[src/rtl/core/fqs_pkg.sv]
package fqs_pkg;

   localparam int DEPTH  = 16;
   localparam int IDX_W  = $clog2(DEPTH);
   localparam int CNT_W  = $clog2(DEPTH + 1);
   localparam int WORD_W = 32;
   localparam int POS_W  = 4;
   localparam int KIND_W = 2;
   localparam int STAT_W = 2;

   localparam logic [KIND_W-1:0] KIND_PUSH   = 2'd0;
   localparam logic [KIND_W-1:0] KIND_POP    = 2'd1;
   localparam logic [KIND_W-1:0] KIND_SEARCH = 2'd2;

   localparam logic [STAT_W-1:0] STAT_OK    = 2'd0;
   localparam logic [STAT_W-1:0] STAT_EMPTY = 2'd1;
   localparam logic [STAT_W-1:0] STAT_FULL  = 2'd2;

   typedef struct packed {
      logic en;        // a word is accepted this cycle
      logic load;      // this cell takes the pushed word
      logic shift;     // pop: take the neighbor's word
      logic search;    // compare against the key
      logic occupied;  // cell holds a live entry
   } cell_ctrl_type;

endpackage

[src/rtl/core/fqs_cell.sv]
module fqs_cell (
   input  logic                                clock,
   input  fqs_pkg::cell_ctrl_type              ctrl,
   input  logic signed [fqs_pkg::WORD_W-1:0]   next_data,
   input  logic signed [fqs_pkg::WORD_W-1:0]   value,
   output logic signed [fqs_pkg::WORD_W-1:0]   data,
   output logic                                match
);
   import fqs_pkg::*;

   logic signed [WORD_W-1:0] data_ff;
   logic                     match_ff;

   always_ff @(posedge clock) begin
      if (ctrl.en) begin
         if (ctrl.load) begin
            data_ff <= value;
         end else if (ctrl.shift) begin
            data_ff <= next_data;
         end
         // compare sees the contents before this word's update
         match_ff <= ctrl.search & ctrl.occupied & (data_ff == value);
      end
   end

   assign data  = data_ff;
   assign match = match_ff;

endmodule

[src/rtl/core/fqs_prienc.sv]
module fqs_prienc (
   input  logic [fqs_pkg::DEPTH-1:0]  match,
   output logic [fqs_pkg::POS_W-1:0]  position,
   output logic                       found
);
   import fqs_pkg::*;

   always_comb begin
      position = '0;
      for (int i = DEPTH - 1; i >= 0; i--) begin
         if (match[i]) begin
            position = POS_W'(i);
         end
      end
   end

   assign found = |match;

endmodule

[src/rtl/core/fifo_queue_with_search_core.sv]
// Bounded FIFO of signed 32-bit words with associative search.
// Request channel (req_*): kind selects push, pop or search; value is the
// word to push or the key. Response channel (rsp_*): one word per request,
// in order, carrying popped data, match position, found and status.
// Storage is a row of cells; cell 0 is always the head. A pop shifts every
// cell one step toward the head, a push loads the cell at the fill count,
// and a search compares the key in every cell at once.
// Response path: the cell compare and stage s1 are registered at the
// accepting edge, then the priority encode goes into the output register
// once that register is free. Throughput: one request per cycle while
// req_stall is low; the queue state is updated at the accepting edge, so
// back-to-back requests see each other's effect.
// A pop on an empty queue returns status empty, a push into a full queue
// returns status full; neither changes the state. Kind code 3 does nothing
// and returns all zeros.
// Reset (synchronous) empties the queue and drops any response in flight.
// While rsp_stall is high the response holds; the single stage behind it
// fills and then req_stall rises until the response is taken.
module fifo_queue_with_search_core (
   input  logic                                clock,
   input  logic                                reset,
   input  logic                                req_valid,
   output logic                                req_stall,
   input  logic [fqs_pkg::KIND_W-1:0]          req_kind,
   input  logic signed [fqs_pkg::WORD_W-1:0]   req_value,
   output logic                                rsp_valid,
   input  logic                                rsp_stall,
   output logic signed [fqs_pkg::WORD_W-1:0]   rsp_data,
   output logic [fqs_pkg::POS_W-1:0]           rsp_position,
   output logic                                rsp_found,
   output logic [fqs_pkg::STAT_W-1:0]          rsp_status
);
   import fqs_pkg::*;

   logic [CNT_W-1:0]         count_ff, count_in;
   logic                     s1_valid_ff, s1_valid_in;
   logic signed [WORD_W-1:0] s1_data_ff, s1_data_in;
   logic [STAT_W-1:0]        s1_status_ff, s1_status_in;
   logic                     rsp_valid_ff;
   logic signed [WORD_W-1:0] rsp_data_ff;
   logic [POS_W-1:0]         rsp_position_ff;
   logic                     rsp_found_ff;
   logic [STAT_W-1:0]        rsp_status_ff;

   logic                     acc, s1_go, push_ok, pop_ok, is_push, is_pop, is_search;
   logic signed [WORD_W-1:0] cell_data [DEPTH];
   logic [DEPTH-1:0]         match;
   logic [POS_W-1:0]         enc_position;
   logic                     enc_found;

   assign s1_go     = !rsp_valid_ff || !rsp_stall;
   assign req_stall = s1_valid_ff && !s1_go;
   assign acc       = req_valid && !req_stall;

   assign is_push   = (req_kind == KIND_PUSH);
   assign is_pop    = (req_kind == KIND_POP);
   assign is_search = (req_kind == KIND_SEARCH);
   assign push_ok   = is_push && (count_ff != CNT_W'(DEPTH));
   assign pop_ok    = is_pop && (count_ff != '0);

   for (genvar g = 0; g < DEPTH; g++) begin : g_cell
      cell_ctrl_type            ctrl;
      logic signed [WORD_W-1:0] nxt;

      assign ctrl.en       = acc;
      assign ctrl.load     = push_ok && (count_ff == CNT_W'(g));
      assign ctrl.shift    = pop_ok;
      assign ctrl.search   = is_search;
      assign ctrl.occupied = (CNT_W'(g) < count_ff);

      if (g == DEPTH - 1) begin : g_tail
         assign nxt = req_value;
      end else begin : g_mid
         assign nxt = cell_data[g+1];
      end

      fqs_cell u_cell (
         .clock     (clock),
         .ctrl      (ctrl),
         .next_data (nxt),
         .value     (req_value),
         .data      (cell_data[g]),
         .match     (match[g])
      );
   end

   fqs_prienc u_prienc (
      .match    (match),
      .position (enc_position),
      .found    (enc_found)
   );

   always_comb begin
      count_in     = count_ff;
      s1_data_in   = s1_data_ff;
      s1_status_in = s1_status_ff;
      s1_valid_in  = s1_go ? 1'b0 : s1_valid_ff;
      if (acc) begin
         s1_valid_in  = 1'b1;
         s1_data_in   = pop_ok ? cell_data[0] : '0;
         s1_status_in = STAT_OK;
         if (is_push && !push_ok) begin
            s1_status_in = STAT_FULL;
         end else if (is_pop && !pop_ok) begin
            s1_status_in = STAT_EMPTY;
         end
         if (push_ok) begin
            count_in = count_ff + CNT_W'(1);
         end else if (pop_ok) begin
            count_in = count_ff - CNT_W'(1);
         end
      end
   end

   always_ff @(posedge clock) begin
      if (reset) begin
         count_ff     <= '0;
         s1_valid_ff  <= 1'b0;
         rsp_valid_ff <= 1'b0;
      end else begin
         count_ff    <= count_in;
         s1_valid_ff <= s1_valid_in;
         if (s1_go) begin
            rsp_valid_ff <= s1_valid_ff;
         end
      end
   end

   always_ff @(posedge clock) begin
      s1_data_ff   <= s1_data_in;
      s1_status_ff <= s1_status_in;
      if (s1_go && s1_valid_ff) begin
         rsp_data_ff     <= s1_data_ff;
         rsp_status_ff   <= s1_status_ff;
         rsp_position_ff <= enc_position;
         rsp_found_ff    <= enc_found;
      end
   end

   assign rsp_valid    = rsp_valid_ff;
   assign rsp_data     = rsp_data_ff;
   assign rsp_position = rsp_position_ff;
   assign rsp_found    = rsp_found_ff;
   assign rsp_status   = rsp_status_ff;

endmodule

[config.mk]
export PLATFORM = sky130hd
export DESIGN_NAME = fifo_queue_with_search_core
export DESIGN_NICKNAME = d
export VERILOG_FILES = /design/src/rtl/core/fqs_pkg.sv /design/src/rtl/core/fqs_cell.sv /design/src/rtl/core/fqs_prienc.sv /design/src/rtl/core/fifo_queue_with_search_core.sv
export SDC_FILE = /design/constraint.sdc
export NUM_CORES = 1
export LEC_CHECK = 0
export BUFFER_PORTS_ARGS = -buffer_cell sky130_fd_sc_hd__buf_2
export CORE_MARGIN = 5
export CORE_UTILIZATION = 60
export CTS_CLUSTER_SIZE = 12
export DETAILED_ROUTE_END_ITERATION = 8
export MAX_ROUTING_LAYER = met4
export PLACE_DENSITY = 0.74
export RECOVER_POWER = 100
export SLEW_MARGIN = 20
export SYNTH_ARGS = -nofsm -noshare
export SYNTH_HDL_FRONTEND = slang
export SYNTH_SLANG_ARGS = --single-unit
[constraint.sdc]
create_clock -name clock -period 4.65 [get_ports clock]
set_input_delay 0.93 -clock clock [delete_from_list [all_inputs] [get_ports clock]]
set_output_delay 0.93 -clock clock [all_outputs]
set_load 0.005 [all_outputs]
# Word level (Yosys, flattened, before mapping)
# Index checks and enable logic that the tools add are counted.
# W data, S select, Z words.
[totals]
input_bits = 38
regBits = 608
word_cells = 252
output_inout_bits = 41
[op_classes]
n_eq_ne = 34
add_sub_neg = 2
muxes = 52
reduce_logical = 72
n_lt_le_gt_ge = 16
n_bitwise = 32
[ops]
columns = ["op", "n"]
rows = [
  ["$mux W32", 32],
  ["$eq A32 B32 Y1", 16],
  ["$eq A5 B4 Y1 const B", 8],
  ["$lt A4 B5 Y1 const A", 8],
  ["$reduce_bool A2 Y1", 18],
  ["$reduce_and A2 Y1", 17],
  ["$and A1 B1 Y1", 32],
  ["$mux W4", 8],
  ["$logic_and A1 B1 Y1", 23],
  ["$eq A5 B3 Y1 const B", 4],
  ["$lt A3 B5 Y1 const A", 4],
  ["$reduce_or A16 Y1", 1],
  ["$mux W3", 4],
  ["$eq A5 B2 Y1 const B", 2],
  ["$lt A1 B5 Y1 const A", 2],
  ["$lt A2 B5 Y1 const A", 2],
  ["$mux W5", 2],
  ["$reduce_or A8 Y1", 1],
  ["$logic_not A1 Y1", 6],
  ["$add A5 B1 Y5 const B", 1],
  ["$eq A5 B1 Y1 const B", 1],
  ["$logic_not A5 Y1", 1],
  ["$ne A5 B5 Y1 const B", 1],
  ["$reduce_bool A5 Y1", 1],
  ["9 further kinds", 13],
]

# Depth between registers and ports, before layout
[depth]
word_depth = 15
ltp_mapped = 10
depth_no_buf = 7

# Hierarchy
# From an unflattened synthesis, not the netlist that was laid out.
[unflattened]
hier_cells = 2097
hier_area_um2 = 31245.0
[modules_own_cells]
columns = ["module", "cells_each", "seq_area_each_um2", "area_per_inst_um2", "n_inst"]
rows = [
  ["fqs_cell", 114, 991.0, 1735.4, 16],
  ["fifo_queue_with_search_core", 239, 2332.2, 3301.9, 1],
  ["fqs_prienc", 34, 0.0, 176.4, 1],
]

# Worst setup path before layout
# OpenSTA, ideal clock, no wires.
[synth_timing]
path_type = "in2reg"
startpoint = "input port rsp_stall"
endpoint = "register rsp_data_ff[0] (netlist: rsp_data[0]) (enable)"
setup_time_ns = 0.495
stages = 1
t_arrival_ns = 3.808
path_buffers = 0
required_time_ns = 4.155
slack_ns = 0.347
path_cell_list = "a21boi_0"
[synth_via]
elab_chain_len = 3
[synth_rtl]
columns = ["item", "line_no", "text"]
rows = [
  ["start, declared", "fifo_queue_with_search_core.sv:27", "input logic rsp_stall,"],
  ["$logic_not A1 Y1", "fifo_queue_with_search_core.sv:51", "assign s1_go = !rsp_valid_ff || !rsp_stall;"],
  ["$logic_or A1 B1 Y1", "fifo_queue_with_search_core.sv:51", ""],
  ["$logic_and A1 B1 Y1", "fifo_queue_with_search_core.sv:132", "if (s1_go && s1_valid_ff) begin"],
  ["end signal, assigned", "fifo_queue_with_search_core.sv:133", "rsp_data_ff <= s1_data_ff;"],
  ["end, declared", "fifo_queue_with_search_core.sv:40", "logic signed [WORD_W-1:0] rsp_data_ff;"],
]
# Every way passes these cells.
# A chain may end at the register's enable or synchronous reset.

# Worst setup path in the final report
[layout_timing]
startpoint = "input port req_value[7] in the netlist's numbering"
endpoint = "register g_cell[12].u_cell.match_ff (data pin)"
[layout_via]
elab_chain_len = 2
[layout_rtl]
columns = ["item", "line_no", "text"]
rows = [
  ["start, declared", "fifo_queue_with_search_core.sv:25", "input logic signed [fqs_pkg::WORD_W-1:0] req_value,"],
  ["$eq A32 B32 Y1", "fqs_cell.sv:22", "match_ff <= ctrl.search & ctrl.occupied & (data_ff == value);"],
  ["$and A1 B1 Y1", "fqs_cell.sv:22", ""],
  ["end signal, assigned", "fqs_cell.sv:22", ""],
  ["end, declared", "fqs_cell.sv:12", "logic match_ff;"],
]
# Every way passes these cells.

==> impl_results.md <==
- Net switching power: ~3 mW
- Worst path most repeated cell: clkbuf_1
- N_diodes: 0
- Min Clock Period, post-route: between 4000 and 5000 ps
- Post-synth cell types: 46
- Clock transition at path regs: 60 ps
- Crit path required time: 5000 ps
- TritonCTS clock tree: yes
- Peak supply drop: 0.304 mV
- HP Class: reg -> reg
- Worst r2r path cells: 8
- Max Cap Viol: 35
- Failing checks: capacitance limit, slew limit
- Post-placement cell area: ~0.032 mm²
- Total track usage: a little under a third
- Syn nets: 2,204
- Num ports: 79
- Die ar.: 0.0563 mm²
- Die Y: 237 µm
- R2R Path End: g_cell[2].u_cell.data[20]
- Average wire per standard cell: 29.1 µm
- Internal: about 9.5 mW
- Slew Viols, Final: 952
- Total power: 12.5 mW
- Crit path arrival time: around 4500 ps
- Layout fillers: 3,581
- Vias in the first global route: 18,600
- Via Count: 18,500
- Switch share: 24.1%
- Synth-to-layout area growth: 10.1%
- Startpoint types: input pin
- Num CTS Buffers: 67
- Post-synth top area share: roughly three fifths
- Final wirelength: between 80 and 90 mm
- Initial Util: 60.5%
- Status: complete, but fails checks
- Residual DRC: 0
- Rel. slew slack: -66.9%
- TritonCTS sink count: about 610
- Post-route setup slack: 478 ps
- CP Launch Point: req_value[7]
- Max Freq: roughly 0.24 GHz
- Hold Crit Depth: 0
- Crit share post-route: 89.7%
- Post-CTS Hold Fix Bufs: 0
- Crit path kind: in -> reg
- Share of layout cells above drive strength 1: 25.9%
- Clock root buffer: clkbuf_16
- Die W: 237 µm
- Antenna Violating Nets Remaining: 0
- End of the worst hold path: rsp_status[0]
- Top post-synthesis cells by area: edfxtp_1 58%, mux2_2 16%, xor2_1 8.1%
- Min-delay src: s1_status_ff[0]
- Largest net degree at the start of global routing: 40
- PortBufs: 78
- Core area: 0.0512 mm²
- Clk pwr share: 40.1%
- Average vias per placed instance: 6.32
- Fin area: roughly 0.034 mm²
- Drt initial violations: 1,896
- CTS Buffer Depth: 3
- Post-cts resize count: 0
- Critical path's largest stage delay: 1630 ps
- Crit-path cells: clkbuf_1 > clkbuf_1 > xor2_1 > nor4_1 > nand3_1 > nor3_1
- R2r setup slk: between 600 and 700 ps
- Footprint of the multi-input gates: between 0.01 and 0.015 mm²
- Part of the power in combinational logic: 8.8%
- HPWL Detailed: about 59 mm
- Register area share after synthesis: 58.7%
- GP Congestion: around 0.95
- Initial antenna violation count: 0
- Largest area contributor in the netlist: edfxtp_1
- CP delay by family, top: buffers and inverters
- Row Count: 83
- First-pass GRT wire length: 125 mm
- Seq pwr share: approximately 50%
- Pre-CTS setup slack: ~1100 ps
- 1st-pass router iterations: 5
- #FFs+latches synth: 608
- Worst Path Max Fanout: 24
- Post-CTS setup buffer count: 0
- Final setup violation count: 0
- Unrepaired setup endpoints after global routing: no
- Worst path bufs/invs: 2
- R2r startpoint: count_ff[1]
- Syn_area_per_cell: 14.3 µm²
- Slowest CP cell: clkbuf_1
- Power Dens Cells: 366 mW/mm²
- Storage element area: 0.0182 mm²
- Layout Nets: 2,245
- Post-synthesis cell count: approximately 2,200
- Fin Clk Skew: roughly 18 ps
- CP Capture Type: register
- Setup TNS Final: 0 ps
- Gr ovfl total: 0
- Actual slew at the worst max-slew pin: between 2000 and 3000 ps
- Post-Synthesis Cell Area: 0.0310 mm²
- Clock Latency Late Sink: slightly above 600 ps
- H-Tree Depth: 3
- YS warnings: 0
- Static Leak: about 11 nW
- Fin. Hold Viols: 0
cell usage in the layout, fill, tap and decap left out, types with 3 or more instances in the layout:
master and n:
clkinv_2 10, nor2_1 20, buf_2 30, clkinv_1 12, o21ai_0 7, nor2_2 3, a2111oi_0 5, and2_0 3
nor3_1 17, inv_6 3, inv_1 8, nor4_1 88, nand2_1 28, xnor2_1 228, clkbuf_2 5, xor2_1 287
and3_1 33, mux2_1 92, nor2b_1 4, mux2_2 388, ha_1 5, clkbuf_1 96, a21oi_4 9, a21oi_1 16
buf_4 57, clkbuf_16 69, nand4_1 65, edfxtp_1 601, dfxtp_1 7, nand3_1 23
synthesized netlist by cell type, drive strengths merged:
library cell / number
a211oi: 1
a21oi: 26
xor2: 287
or4b: 1
o21bai: 1
o22ai: 2
nand2b: 2
or4: 1
o31a: 1
and3: 33
o31ai: 1
o311ai: 1
inv: 8
or3: 2
o21ai: 7
a22oi: 1
a21boi: 2
mux2: 480
nand3: 23
and2: 3
a31oi: 1
a41oi: 2
dfxtp: 7
nor3: 17
nor4bb: 1
ha: 5
nor2b: 5
o21a: 1
xnor2: 228
o2111ai: 1
nor2: 23
nor4: 88
clkbuf: 126
a221oi: 1
nand4: 65
nand4bb: 1
a2111oi: 5
or4bb: 1
buf: 71
edfxtp: 601
nand2: 28
state kept, by name, summed over array words and instances (netlist names):
| signal | count |
|---|---|
| rsp_status | 2 |
| s1_valid_ff | 1 |
| s1_data_ff | 32 |
| rsp_valid | 1 |
| g_cell.u_cell.data | 512 |
| rsp_found | 1 |
| rsp_position | 4 |
| g_cell.u_cell.match | 16 |
| rsp_data | 32 |
| count_ff | 5 |
| s1_status_ff | 2 |
routing by layer:
layer | track usage [%] | wire length (µm)
met5 | - | 0
met4 | 12.1 | 3800
met3 | 4.66 | 6500
met2 | 49.1 | 41100
met1 | 40.5 | 33900
cells by family after synthesis:
logic type	Yosys count	synth area share (%)
adders and majority gates	5	0.202
buffers and inverters	205	2.59
and+or+nand+nor	294	5.44
AOI/OAI and AO/OA	54	1.07
xor gates and xnor gates	515	14.6
DFF	608	58.7
muxes	480	17.4
cell type report:
| type | instances | area share [%] |
|---|---|---|
| Sequential cell | 608 | 53.3 |
| Multi-Input combinational cell | 1348 | 35.5 |
| Clock buffer | 89 | 5.28 |
| Timing Repair Buffer | 169 | 2.66 |
| Tap cell | 680 | 2.49 |
| Clock inverter | 29 | 0.627 |
| Inverter | 8 | 0.0880 |
metrics by stage:
step           util [%]  hold slack (ps)  instances
6_report           66.6              413       2931
5_1_grt            66.6              425       2931
4_1_cts            67.0              418       2931
3_5_place_dp       63.1              408       2813
3_3_place_gp       63.1              402       2813
2_1_floorplan         -              400       2161
worst max path at each step:
stage / end / slack, ps / cells past startpoint
5_1_grt: g_cell[1].u_cell.data[4] / 450 / 8
6_report: g_cell[12].u_cell.match / 480 / 6
4_1_cts: g_cell[0].u_cell.data[6] / 1090 / 7
3_5_place_dp: g_cell[0].u_cell.data[13] / 1100 / 7
2_1_floorplan: rsp_data[0] / 350 / 1
3_3_place_gp: g_cell[8].u_cell.data[14] / 1120 / 7
power groups by stage:
stage | Clock (mW) | Combinational (mW) | Sequential [mW]
floorplan | 0 | 0.719 | 6.44
global placement | 0 | 1.08 | 6.48
detailed placement | 0 | 1.09 | 6.49
CTS | 5.05 | 1.10 | 6.38
global route | 5.31 | 1.16 | 6.39
finish | 5.00 | 1.09 | 6.38
Power figures use the tool's default switching activity.
